===== src/hw/rtl/ilb_pkg.sv =====
// Shared types, codes and command/status structs for the indexed list buffer.
`default_nettype none

package ilb_pkg;

   localparam int unsigned VALUE_W = 32;
   localparam int unsigned INDEX_W = 7;
   localparam int unsigned COUNT_W = 7;
   localparam int unsigned ACT_W   = 3;

   typedef logic signed [VALUE_W-1:0] value_type;
   typedef logic [INDEX_W-1:0]        index_type;
   typedef logic [COUNT_W-1:0]        count_type;
   typedef logic [ACT_W-1:0]          action_type;

   // Request action codes; codes above ACT_ERASE are ignored.
   localparam action_type ACT_GET    = 3'd0;
   localparam action_type ACT_SET    = 3'd1;
   localparam action_type ACT_APPEND = 3'd2;
   localparam action_type ACT_INSERT = 3'd3;
   localparam action_type ACT_ERASE  = 3'd4;

   typedef enum logic [1:0] {
      ST_OK    = 2'd0,
      ST_FULL  = 2'd1,
      ST_RANGE = 2'd2
   } status_type;

   localparam count_type CAP_RESET = 7'd64;

   // Commands from the controller to the datapath.
   typedef struct packed {
      logic load;       // latch the incoming request
      logic rd;         // read one element into the read register
      logic ptr_init;   // start the shift pointer
      logic shift_wr;   // write the read element one place over, step the pointer
      logic commit;     // final write, count update and result capture
   } dp_cmd_type;

   // Status from the datapath to the controller.
   typedef struct packed {
      logic ok;          // request passes its checks
      logic is_get;
      logic is_shift;    // insert or erase
      logic shift_more;  // another element still has to move
   } dp_sts_type;

endpackage

`default_nettype wire


===== src/hw/rtl/ilb_req_if.sv =====
// Request channel interface of the indexed list buffer.
`default_nettype none

interface ilb_req_if import ilb_pkg::*; ();
   logic       valid;
   logic       ready;
   action_type action;
   index_type  index;
   value_type  value;

   modport source (output valid, output action, output index, output value, input ready);
   modport sink   (input valid, input action, input index, input value, output ready);
endinterface

`default_nettype wire


===== src/hw/rtl/ilb_rsp_if.sv =====
// Response channel interface of the indexed list buffer.
`default_nettype none

interface ilb_rsp_if import ilb_pkg::*; ();
   logic       valid;
   logic       ready;
   value_type  read_value;
   status_type status;
   count_type  count;

   modport source (output valid, output read_value, output status, output count, input ready);
   modport sink   (input valid, input read_value, input status, input count, output ready);
endinterface

`default_nettype wire


===== src/hw/rtl/indexed_list_buffer_unit.sv =====
// Top level of the indexed list buffer: a bounded ordered list of signed words.
// Get, set, append and any failed request go from accept through check and commit to the
// response, which is held until taken; the next request is accepted after that.
// Insert and erase add a read and a write state per moved element, then a last read state:
// the store has one write and one registered read port, so each move reads then writes one entry.
// Reset (synchronous, active high) empties the list and sets the capacity to 64.
`default_nettype none

module indexed_list_buffer_unit import ilb_pkg::*; #(
   parameter int unsigned DEPTH = 64
) (
   input  wire logic      clock,
   input  wire logic      reset,
   input  wire logic      csr_wr_en,
   input  wire count_type csr_wr_data,
   ilb_req_if.sink        req_bus,
   ilb_rsp_if.source      rsp_bus
);

   // The controller and datapath talk only through these two structs.
   dp_cmd_type cmd;
   dp_sts_type sts;

   // The controller walks each request through check, optional element moves,
   // commit and response, and holds the handshake outputs in registers.
   ilb_ctrl u_ctrl (
      .clock     (clock),
      .reset     (reset),
      .req_valid (req_bus.valid),
      .req_ready (req_bus.ready),
      .rsp_valid (rsp_bus.valid),
      .rsp_ready (rsp_bus.ready),
      .cmd       (cmd),
      .sts       (sts)
   );

   // The datapath owns the element store, the count and the capacity register.
   // The response payload comes straight from its result registers, which hold
   // steady while the response waits to be taken.
   ilb_datapath #(
      .DEPTH (DEPTH)
   ) u_datapath (
      .clock          (clock),
      .reset          (reset),
      .csr_wr_en      (csr_wr_en),
      .csr_wr_data    (csr_wr_data),
      .req_action     (req_bus.action),
      .req_index      (req_bus.index),
      .req_value      (req_bus.value),
      .cmd            (cmd),
      .sts            (sts),
      .rsp_read_value (rsp_bus.read_value),
      .rsp_status     (rsp_bus.status),
      .rsp_count      (rsp_bus.count)
   );

endmodule

`default_nettype wire


===== src/hw/rtl/ilb_ctrl.sv =====
// Controller state machine that sequences each request through the datapath.
`default_nettype none

module ilb_ctrl import ilb_pkg::*; (
   input  wire logic   clock,
   input  wire logic   reset,
   input  wire logic   req_valid,
   output logic        req_ready,
   output logic        rsp_valid,
   input  wire logic   rsp_ready,
   output dp_cmd_type  cmd,
   input  wire dp_sts_type sts
);

   typedef enum logic [2:0] {
      S_IDLE,
      S_CHECK,
      S_SH_RD,
      S_SH_WR,
      S_COMMIT,
      S_RESP
   } state_type;

   state_type state_ff, state_in;
   logic      req_ready_ff;
   logic      rsp_valid_ff;

   always_comb begin
      cmd      = '0;
      state_in = state_ff;
      unique case (state_ff)
         S_IDLE: begin
            if (req_valid && req_ready_ff) begin
               cmd.load = 1'b1;
               state_in = S_CHECK;
            end
         end
         S_CHECK: begin
            cmd.rd = sts.ok && sts.is_get;
            if (sts.ok && sts.is_shift) begin
               cmd.ptr_init = 1'b1;
               state_in     = S_SH_RD;
            end else begin
               state_in = S_COMMIT;
            end
         end
         S_SH_RD: begin
            if (sts.shift_more) begin
               cmd.rd   = 1'b1;
               state_in = S_SH_WR;
            end else begin
               state_in = S_COMMIT;
            end
         end
         S_SH_WR: begin
            cmd.shift_wr = 1'b1;
            state_in     = S_SH_RD;
         end
         S_COMMIT: begin
            cmd.commit = 1'b1;
            state_in   = S_RESP;
         end
         S_RESP: begin
            if (rsp_ready) begin
               state_in = S_IDLE;
            end
         end
         default: begin
            state_in = S_IDLE;
         end
      endcase
   end

   always_ff @(posedge clock) begin
      if (reset) begin
         state_ff     <= S_IDLE;
         req_ready_ff <= 1'b0;
         rsp_valid_ff <= 1'b0;
      end else begin
         state_ff     <= state_in;
         req_ready_ff <= (state_in == S_IDLE);
         rsp_valid_ff <= (state_in == S_RESP);
      end
   end

   assign req_ready = req_ready_ff;
   assign rsp_valid = rsp_valid_ff;

endmodule

`default_nettype wire


===== src/hw/rtl/ilb_datapath.sv =====
// Element store, count, capacity register, request checks and result registers.
`default_nettype none

module ilb_datapath import ilb_pkg::*; #(
   parameter int unsigned DEPTH = 64
) (
   input  wire logic        clock,
   input  wire logic        reset,
   input  wire logic        csr_wr_en,
   input  wire count_type   csr_wr_data,
   input  wire action_type  req_action,
   input  wire index_type   req_index,
   input  wire value_type   req_value,
   input  wire dp_cmd_type  cmd,
   output dp_sts_type       sts,
   output value_type        rsp_read_value,
   output status_type       rsp_status,
   output count_type        rsp_count
);

   localparam int unsigned ADDR_W = (DEPTH > 1) ? $clog2(DEPTH) : 1;

   value_type  mem_ff [DEPTH];
   value_type  rdata_ff;
   action_type act_ff;
   index_type  idx_ff;
   value_type  val_ff;
   index_type  ptr_ff, ptr_in;
   count_type  count_ff, count_in;
   count_type  cap_ff;
   value_type  read_value_ff;
   status_type status_ff;

   status_type status;
   logic       idx_lt_n;
   logic       idx_lt_depth;
   logic       n_le_depth;
   logic       full;
   logic       is_insert;
   logic       is_erase;
   logic       is_append;
   logic       is_write_act;
   logic       wr_en;
   index_type  wr_pos;
   index_type  rd_pos;
   value_type  wr_data;
   logic [INDEX_W:0] ptr_next_up;

   // Request checks against the count and the capacity in force.
   always_comb begin
      idx_lt_n     = (idx_ff < count_ff);
      idx_lt_depth = (32'(idx_ff) < 32'(DEPTH));
      n_le_depth   = (32'(count_ff) <= 32'(DEPTH));
      full         = (count_ff >= cap_ff) || (32'(count_ff) >= 32'(DEPTH));
      unique case (act_ff) inside
         ACT_GET, ACT_SET: begin
            status = (idx_lt_n && idx_lt_depth) ? ST_OK : ST_RANGE;
         end
         ACT_APPEND: begin
            status = full ? ST_FULL : ST_OK;
         end
         ACT_INSERT: begin
            if (idx_ff > count_ff) begin
               status = ST_RANGE;
            end else begin
               status = full ? ST_FULL : ST_OK;
            end
         end
         ACT_ERASE: begin
            status = (idx_lt_n && n_le_depth) ? ST_OK : ST_RANGE;
         end
         default: begin
            status = ST_OK;
         end
      endcase
   end

   assign is_insert    = (act_ff == ACT_INSERT);
   assign is_erase     = (act_ff == ACT_ERASE);
   assign is_append    = (act_ff == ACT_APPEND);
   assign is_write_act = (act_ff == ACT_SET) || is_append || is_insert;
   assign ptr_next_up  = {1'b0, ptr_ff} + 8'd1;

   always_comb begin
      sts.ok       = (status == ST_OK);
      sts.is_get   = (act_ff == ACT_GET);
      sts.is_shift = is_insert || is_erase;
      if (is_insert) begin
         sts.shift_more = (ptr_ff > idx_ff);
      end else begin
         sts.shift_more = (ptr_next_up < {1'b0, count_ff});
      end
   end

   // Insert moves elements up from the end; erase moves them down from the index.
   always_comb begin
      if (sts.is_get) begin
         rd_pos = idx_ff;
      end else if (is_insert) begin
         rd_pos = ptr_ff - 7'd1;
      end else begin
         rd_pos = ptr_next_up[INDEX_W-1:0];
      end
   end

   always_comb begin
      wr_en   = cmd.shift_wr || (cmd.commit && sts.ok && is_write_act);
      wr_data = cmd.shift_wr ? rdata_ff : val_ff;
      if (cmd.shift_wr) begin
         wr_pos = ptr_ff;
      end else if (is_append) begin
         wr_pos = count_ff;
      end else begin
         wr_pos = idx_ff;
      end
   end

   always_comb begin
      ptr_in = ptr_ff;
      if (cmd.ptr_init) begin
         ptr_in = is_insert ? count_ff : idx_ff;
      end else if (cmd.shift_wr) begin
         ptr_in = is_insert ? (ptr_ff - 7'd1) : ptr_next_up[INDEX_W-1:0];
      end
   end

   always_comb begin
      count_in = count_ff;
      if (cmd.commit && sts.ok) begin
         if (is_append || is_insert) begin
            count_in = count_ff + 7'd1;
         end else if (is_erase) begin
            count_in = count_ff - 7'd1;
         end
      end
   end

   always_ff @(posedge clock) begin
      if (wr_en) begin
         mem_ff[ADDR_W'(wr_pos)] <= wr_data;
      end
      if (cmd.rd) begin
         rdata_ff <= mem_ff[ADDR_W'(rd_pos)];
      end
   end

   always_ff @(posedge clock) begin
      if (cmd.load) begin
         act_ff <= req_action;
         idx_ff <= req_index;
         val_ff <= req_value;
      end
      ptr_ff <= ptr_in;
      if (cmd.commit) begin
         read_value_ff <= (sts.is_get && sts.ok) ? rdata_ff : '0;
         status_ff     <= status;
      end
   end

   always_ff @(posedge clock) begin
      if (reset) begin
         count_ff <= '0;
         cap_ff   <= CAP_RESET;
      end else begin
         count_ff <= count_in;
         if (csr_wr_en) begin
            cap_ff <= csr_wr_data;
         end
      end
   end

   assign rsp_read_value = read_value_ff;
   assign rsp_status     = status_ff;
   assign rsp_count      = count_ff;

`ifndef SYNTH
   // The count never grows past the store.
   a_count_bounded: assert property (@(posedge clock) disable iff (reset)
      32'(count_ff) <= 32'(DEPTH))
      else $error("element count exceeds store depth");

   // The count moves only on a commit.
   a_count_on_commit: assert property (@(posedge clock) disable iff (reset)
      (!$past(reset) && (count_ff != $past(count_ff))) |-> $past(cmd.commit))
      else $error("element count changed outside a commit");

   // A failed request leaves the count alone.
   a_fail_no_change: assert property (@(posedge clock) disable iff (reset)
      (cmd.commit && !sts.ok) |=> (count_ff == $past(count_ff)))
      else $error("failed request changed the count");

   // Element moves happen only for a checked insert or erase.
   a_shift_legal: assert property (@(posedge clock) disable iff (reset)
      cmd.shift_wr |-> (sts.ok && sts.is_shift))
      else $error("element move outside a valid insert or erase");
`endif

endmodule

`default_nettype wire


===== src/flat_wrapper.sv =====
// flat-port wrapper written by rule: the top's interface ports become plain ports
module indexed_list_buffer_unit_flat import ilb_pkg::*;
#(
   parameter int unsigned DEPTH = 64
)
  (clock, reset, csr_wr_en, csr_wr_data, req_bus_valid, req_bus_action, req_bus_index, req_bus_value, req_bus_ready, rsp_bus_valid, rsp_bus_read_value, rsp_bus_status, rsp_bus_count, rsp_bus_ready);
  ilb_req_if req_bus_i ();
  ilb_rsp_if rsp_bus_i ();
  input  wire logic clock;
  input  wire logic reset;
  input  wire logic csr_wr_en;
  input  wire count_type csr_wr_data;
  input wire logic [$bits(req_bus_i.valid)-1:0] req_bus_valid;
  input wire logic [$bits(req_bus_i.action)-1:0] req_bus_action;
  input wire logic [$bits(req_bus_i.index)-1:0] req_bus_index;
  input wire logic [$bits(req_bus_i.value)-1:0] req_bus_value;
  output wire logic [$bits(req_bus_i.ready)-1:0] req_bus_ready;
  output wire logic [$bits(rsp_bus_i.valid)-1:0] rsp_bus_valid;
  output wire logic [$bits(rsp_bus_i.read_value)-1:0] rsp_bus_read_value;
  output wire logic [$bits(rsp_bus_i.status)-1:0] rsp_bus_status;
  output wire logic [$bits(rsp_bus_i.count)-1:0] rsp_bus_count;
  input wire logic [$bits(rsp_bus_i.ready)-1:0] rsp_bus_ready;
  assign req_bus_i.valid = req_bus_valid;
  assign req_bus_i.action = req_bus_action;
  assign req_bus_i.index = req_bus_index;
  assign req_bus_i.value = req_bus_value;
  assign req_bus_ready = req_bus_i.ready;
  assign rsp_bus_valid = rsp_bus_i.valid;
  assign rsp_bus_read_value = rsp_bus_i.read_value;
  assign rsp_bus_status = rsp_bus_i.status;
  assign rsp_bus_count = rsp_bus_i.count;
  assign rsp_bus_i.ready = rsp_bus_ready;
  indexed_list_buffer_unit #(.DEPTH(DEPTH)) u_core (.clock(clock), .reset(reset), .csr_wr_en(csr_wr_en), .csr_wr_data(csr_wr_data), .req_bus(req_bus_i), .rsp_bus(rsp_bus_i));
endmodule

===== config.mk =====
export PLATFORM = sky130hd
export DESIGN_NAME = indexed_list_buffer_unit_flat
export DESIGN_NICKNAME = d
export VERILOG_FILES = /design/src/hw/rtl/ilb_pkg.sv /design/src/hw/rtl/ilb_req_if.sv /design/src/hw/rtl/ilb_rsp_if.sv /design/src/hw/rtl/indexed_list_buffer_unit.sv /design/src/hw/rtl/ilb_ctrl.sv /design/src/hw/rtl/ilb_datapath.sv /design/src/flat_wrapper.sv
export SDC_FILE = /design/constraint.sdc
export NUM_CORES = 2
export LEC_CHECK = 0
export BUFFER_PORTS_ARGS = -buffer_cell sky130_fd_sc_hd__buf_4
export CORE_MARGIN = 5
export CORE_UTILIZATION = 30
export DETAILED_ROUTE_END_ITERATION = 6
export SETUP_SLACK_MARGIN = 0.3
export SLEW_MARGIN = 20
export SYNTH_ARGS = -nofsm -noshare
export SYNTH_HDL_FRONTEND = slang
export SYNTH_SLANG_ARGS = --single-unit

===== constraint.sdc =====
create_clock -name clock -period 6.7 [get_ports clock]
set_input_delay 0.335 -clock clock [delete_from_list [all_inputs] [get_ports clock]]
set_output_delay 0.335 -clock clock [all_outputs]
set_load 0.01 [all_outputs]

# --- After elaboration in Yosys (flattened, before gate mapping) ---
# Memories as Yosys holds them, arrays and structs flattened. A register that Yosys moved wholly into a read port is not among the register bits.
# Cells that the tools add are included.
totals:
  ff_bits: 102
  ramBits: 2048
  inputBits: 54
  output_inout_bits: 43
  word_cells: 86
  n_memories: 1
memory_table:
  columns: ["name", "depth", "width", "rd", "rd_clocked_by_memory_dff", "write_ports", "line_no", "rtl"]
  rows:
  - ["u_core.u_datapath.mem_ff", 64, 32, 1, 1, 1, "ilb_datapath.sv:23", "value_type mem_ff [DEPTH];"]
classes:
  add_sub_neg: 4
  order_cmp: 8
  eq_ne: 10
  n_mux: 31
  reduce_logical: 21
op_table:
  columns: ["cell", "count"]
  rows:
  - ["7-bit 2-to-1 mux", 6]
  - ["32-bit 2-to-1 mux", 1]
  - ["6-bit 2-to-1 mux", 3]
  - ["3-bit case mux with 6 select lines", 1]
  - ["7-bit greater-than comparator", 2]
  - ["7-bit by 1-bit subtractor with 7-bit output (second input constant)", 2]
  - ["3-bit by 2-bit == test with 1-bit output (second input constant)", 4]
  - ["3-bit == test (second input constant)", 4]
  - ["3-bit 2-to-1 mux", 4]
  - ["1-bit 2-to-1 mux", 11]
  - ["3-bit logical NOT", 3]
  - ["7-bit by 1-bit adder with 8-bit output (second input constant)", 1]
  - ["8-bit by 7-bit < comparator with 1-bit output", 1]
  - ["2-bit case mux with 4 select lines", 1]
  - ["7-bit by 1-bit adder with 7-bit output (second input constant)", 1]
  - ["7-bit >= comparator", 1]
  - ["7-bit >= comparator (second input constant)", 1]
  - ["7-bit less-or-equal comparator (second input constant)", 1]
  - ["1-bit logical AND", 7]
  - ["7-bit < comparator", 1]
  - ["7-bit < comparator (second input constant)", 1]
  - ["3-bit by 1-bit == test with 1-bit output (second input constant)", 2]
  - ["1-bit logical OR", 6]
  - ["2-bit 2-to-1 mux", 3]
  - ["5 further kinds", 6]

# --- Longest topological paths before layout ---
logic_depth:
  depth_word: 11
  mapped_depth: 15
  ltp_nobuf: 12

# --- By module ---
# Synthesis repeated with hierarchy kept, for this count alone.
unflattened:
  cells_unflattened: 4830
  area_unflattened_um2: 87546.5
by_module_without_submodules:
  columns: ["module", "instances", "cells_each", "area_each_um2", "seq_area_each_um2"]
  rows:
  - ["ilb_datapath", 1, 4797, 87239.9, 65232.6]
  - ["ilb_ctrl", 1, 33, 306.5, 100.1]

# --- Worst setup path before layout ---
# Ideal clock, no wire load.
synth_timing:
  path_type: "reg-to-reg"
  startpoint: "reg u_core.u_ctrl.state_ff[1]"
  endpoint: "mem u_core.u_datapath.mem_ff[6][0] in the netlist's numbering (enable)"
  setup_ns: 0.502
  arrival_time_ns: 6.165
  required_ns: 6.198
  slack_ns: 0.033
  stages_incl_launch_ff: 7
  n_path_buf: 2
  synth_period_minus_slack_ns: 6.667
  cell_sequence: "dfxtp_1 > clkbuf_1 > nand2b_1 > nor2_1 > a31oi_2 > buf_2 > nor4_1"
synth_between:
  elab_chain_cells: 7
  elab_cells_between_ends: 10
  classes_between: "eq/ne: 2; mux: 5; reduce/logical: 3"
synth_rtl:
  columns: ["item", "line_no", "rtl"]
  rows:
  - ["start: declaration", "ilb_ctrl.sv:24", "state_type state_ff, state_in;"]
  - ["start signal: assignment", "ilb_ctrl.sv:80", "state_ff <= state_in;"]
  - ["3-bit == test", "ilb_ctrl.sv:31", "unique case (state_ff)"]
  - ["1-bit 2-to-1 mux", "ilb_ctrl.sv:31", null]
  - ["1-bit logical AND (2 in a row)", "ilb_datapath.sv:107", "wr_en = cmd.shift_wr || (cmd.commit && sts.ok && is_write_act);"]
  - ["1-bit logical OR", "ilb_datapath.sv:107", null]
  - ["1-bit 2-to-1 mux", "ilb_datapath.sv:139", "if (wr_en) begin"]
  - ["1-bit 2-to-1 mux (not written as such)", "ilb_datapath.sv:140", "mem_ff[ADDR_W'(wr_pos)] <= wr_data;"]
  - ["end: declaration", "ilb_datapath.sv:23", null]
# Several ways; a longest one is shown, not always the timed one.

# --- Worst setup path in the final report ---
layout_timing:
  startpoint: "reg u_core.u_datapath.act_ff[0]"
  endpoint: "reg u_core.u_datapath.rdata_ff[13] (read register of u_core.u_datapath.mem_ff) (data pin)"
layout_between:
  elab_chain_cells: 6
  elab_cells_between_ends: 14
  classes_between: "eq/ne: 4; mux: 6; reduce/logical: 4"
layout_rtl:
  columns: ["item", "line_no", "rtl"]
  rows:
  - ["start: declaration", "ilb_datapath.sv:25", "action_type act_ff;"]
  - ["start signal: assignment", "ilb_datapath.sv:149", "act_ff <= req_action;"]
  - ["3-bit by 1-bit == test with 1-bit output / 3-bit logical NOT (equally long branches)", null, null]
  - ["2-bit OR reduction", "ilb_datapath.sv:55", "unique case (act_ff) inside"]
  - ["2-bit case mux with 4 select lines", "ilb_datapath.sv:55", null]
  - ["2-bit logical NOT", "ilb_datapath.sv:85", "sts.ok = (status == ST_OK);"]
  - ["1-bit logical AND", "ilb_ctrl.sv:39", "cmd.rd = sts.ok && sts.is_get;"]
  - ["1-bit case mux with 2 select lines", "ilb_ctrl.sv:31", null]
  - ["end: declaration", "ilb_datapath.sv:24", "value_type rdata_ff;"]
# Several ways; a longest one is shown, not always the timed one.
# A chain may end at the register's enable or synchronous reset.

==> Flow_metrics.wiki <==
{| class="wikitable"
! Metric !! Value
|-
| Most frequent cell after synthesis || edfxtp_1
|-
| LEAKAGE || 35.1 nW
|-
| First-pass GRT wire length || 413000 um
|-
| Kind of cell adding the most delay to the critical path || simple AND/OR/NAND/NOR gates
|-
| Launch point of the worst reg-to-reg path || u_core.u_datapath.act_ff[0]$_DFFE_PP_
|-
| GRT overflow || 0
|-
| Mapped Area || 88800 um2
|-
| Root Driver || clkbuf_16
|-
| Setup tns final || 0 ns
|-
| Fin crit share || 0.745
|-
| Worst voltage drop across the vdd grid || 0.000287 V
|-
| TritonCTS Buffers || 219
|-
| Tot GR Track Use || 0.184
|-
| Number of flops mapped to enable cells by yosys || 2163
|-
| Total DRC errors in the routed layout || 0
|-
| Unrepaired setup endpoints after global routing || false
|-
| Cell accounting for the most synthesized area || edfxtp_1
|-
| Layout Skew || 0.0778 ns
|-
| Dominant cells by area after synthesis || edfxtp_1 73%, nand2_1 7.0%, nand3_1 6.6%, mux2i_1 3.4%, buf_2 1.0%
|-
| Width of the die || 554 um
|-
| Cell occurring most often along the worst timing path || buf_4
|-
| Initial Utilization || 0.302
|-
| Number of max-slew violations in the final report || 0
|-
| Critical Path Slowest Stage Cell || nor4b_1
|-
| Number of iterations in the first detailed-routing pass || 6
|-
| Dominant synthesized flop cell || edfxtp_1
|-
| Hold violation count in the final report || 0
|-
| Maxcap violations || 0
|-
| Count of different cell masters after synthesis || 96
|-
| Area of the core region || 294000 um2
|-
| Power Density || 337 nW/um2
|-
| Cells along the critical path || o31a_1 > nor2_4 > buf_4 > nor2_2 > buf_4 > a311oi_1 > nor4b_1 > o22ai_1 > a211oi_1
|-
| Sink count of the clock tree || 2182
|-
| Detailed router's first-iteration violation count || 8826
|-
| Final min period || 4.99 ns
|-
| Pin count of the biggest net entering global routing || 100
|-
| Post-synth top area share || 0.731
|-
| Worst path arrival time || 5.69 ns
|-
| CTS tree || built
|-
| Number of nets in the layout || 6948
|-
| Nets in the synthesized netlist || 6730
|-
| Average cell area after synthesis || 13.4 um2
|-
| P&R area growth vs syn || 16.4%
|-
| Via density || 5.32
|-
| Via count || 58413
|-
| Slew at the pin with the worst max-slew slack || 1.24 ns
|-
| Setup Viol. Count Final || 0
|-
| Synth warn || 0
|-
| Die area || 307000 um2
|-
| Share of async-settable or async-resettable flops after synthesis || 0
|-
| Top achievable clock speed || 200 MHz
|-
| Number of placed instances, taps included || 10492
|-
| Worst slew slack as a fraction of its limit || 0.171
|-
| Number of global-route vias before repair || 55070
|-
| Type of destination of the critical path || flop
|-
| Clock input transition at the sequential cells of the worst setup and hold paths || 0.06 ns
|-
| Buffer depth of the longest clock path || 3
|-
| Count of mapped cells out of synthesis || 6641
|-
| Total length of routed wires || 293000 um
|-
| Sequential-to-total area share from yosys stat || 0.736
|-
| Result of the run || finished clean
|-
| GPL Wtd Cong || 0.928
|-
| Std-Cell Rows || 199
|-
| Buffer and inverter count on the worst path || 2
|-
| Class of the tightest hold or removal check || in2reg
|-
| Register bit count reported by yosys || 2182
|-
| Path type of the worst setup path || reg2reg
|-
| DR WL/cell || 26.7 um
|-
| Number of nets still failing antenna checks after routing || 0
|-
| CP Launch Type || flop
|-
| Post-CTS setup-driven buffer insertion count || 0
|-
| Worst setup path startpoint || u_core.u_datapath.act_ff[0]$_DFFE_PP_
|-
| Port-buffer cells || 96
|-
| Quantity of gates resized following cts || 0
|-
| Largest stage delay on the critical path || 0.96 ns
|-
| Number of cells in the finished layout apart from fillers || 10970
|-
| Most instantiated cells after synthesis || 2163 x edfxtp_1, 1648 x nand2_1, 1170 x nand3_1
|-
| Vert. Die Dim || 554 um
|-
| Number of top-level pins || 97
|-
| Largest fanout on the critical path || 45
|-
| Max H-tree Level || 4
|-
| Critical Path RT || 7.40 ns
|-
| Half-perimeter wire length of the detailed placement result || 178000 um
|-
| Launch point of the worst hold path || req_bus_value[12]
|-
| Number of antenna violations at the first check in global routing || 18
|-
| Skew-Pair Late Insertion Delay || 0.88 ns
|-
| Layout cells sized above 1 || 0.121
|}
stage by stage:
step / utilization / power [W] / setup WS, ns / hold slack (ns) / instance area [um2]
final: 0.351 / 0.0349 / 1.71 / 0.186 / 103000
after global routing: 0.351 / 0.0359 / 1.65 / 0.150 / 103000
after CTS: 0.351 / 0.0349 / 1.71 / 0.117 / 103000
after detailed placement: 0.324 / 0.0227 / 1.73 / 0.491 / 95500
after global placement: 0.324 / 0.0226 / 1.51 / 0.483 / 95500
after floorplan: - / 0.0195 / 0.0332 / 0.434 / 88800
worst reg2reg max path: stages, from the launching register on:
cell and delay [ns]:
edfxtp_1 0.70, o31a_1 0.60, nor2_4 0.70, buf_4 0.65, nor2_2 0.10, buf_4 0.30, a311oi_1 0.36, nor4b_1 0.96
o22ai_1 0.20, a211oi_1 0.28
final timing paths:
check / to / slack [ns] / depth (start not counted)
worst min-delay path: u_core.u_datapath.val_ff[12]$_DFFE_PP_ / 0.19 / 2
worst min register to register: u_core.u_ctrl.state_ff[1]$_SDFF_PP0_ / 0.57 / 1
worst max-delay path: u_core.u_datapath.rdata_ff[13]$_DFFE_PP_ / 1.71 / 9
worst max register to register: u_core.u_datapath.rdata_ff[13]$_DFFE_PP_ / 1.71 / 9
routing by layer:
layer | vias up | GRT usage | wire (um)
met5 | - | 0 | 11
met4 | 2 | 0.0787 | 13800
met3 | 553 | 0.0464 | 33100
met2 | 3370 | 0.277 | 130000
met1 | 29408 | 0.252 | 117000
li1 | 25080 | - | -
kinds of logic (layout without fill, tap and decap cells):
family                   Yosys count  in the layout  synth area share
AO/OA/AOI/OAI                    461            461            0.0365
XOR/XNOR                          14             14           0.00168
adder cells (fa/ha/maj)           35             35           0.00502
buffers and inverters            455            861            0.0237
flip-flops                      2182           2182             0.736
multiplexers                     335            335            0.0396
other                              0              4                 0
AND/OR/NAND/NOR                 3159           3159             0.158
power breakdown:
part	leakage, nW	internal, W	switching (W)	total [W]
logic	12.0	0.00168	0.00508	0.00676
registers	19.6	0.0157	0.000114	0.0158
clock network	3.50	0.00700	0.00534	0.0123
what timing repair did:
item                                    in CTS  in global routing
endpoints found under the setup margin       0                  0
hold buffers                                65                  0
hold endpoints to repair                    60                  0
flip-flops by register name, summed over array words and instances (netlist names):
register                          flops
u_core.u_datapath.mem_ff           2048
u_core.u_datapath.rdata_ff           32
u_core.u_datapath.rsp_read_value     32
u_core.u_datapath.val_ff             32
u_core.u_datapath.cap_ff              7
u_core.u_datapath.idx_ff              7
u_core.u_datapath.ptr_ff              7
u_core.u_datapath.rsp_count           7
u_core.u_ctrl.state_ff                3
u_core.u_datapath.act_ff              3
u_core.u_datapath.rsp_status          2
u_core.u_ctrl.req_ready               1
u_core.u_ctrl.rsp_valid               1
area by class of cell:
class	instances	area, um2
tap	3919	4900
multi-input combinational	4004	22100
clock inverter	145	1550
clock buffer	264	5690
antenna	4	10.0
sequential	2182	65300
inverter	31	116
fill	28106	191000
timing repair buffer	421	3700
cells in the final DEF, fill, tap and decap left out, types with 59 or more instances in the layout:
master,netlist,routed
nor3_2,1,59
mux2i_1,303,303
nand3_1,1170,1169
buf_4,22,326
nand2_1,1648,1614
clkbuf_16,0,221
a21oi_1,92,91
nor2_1,71,63
dlygate4sd3_1,0,65
edfxtp_1,2163,2163
No activity file was read; power rests on OpenSTA's default activity.
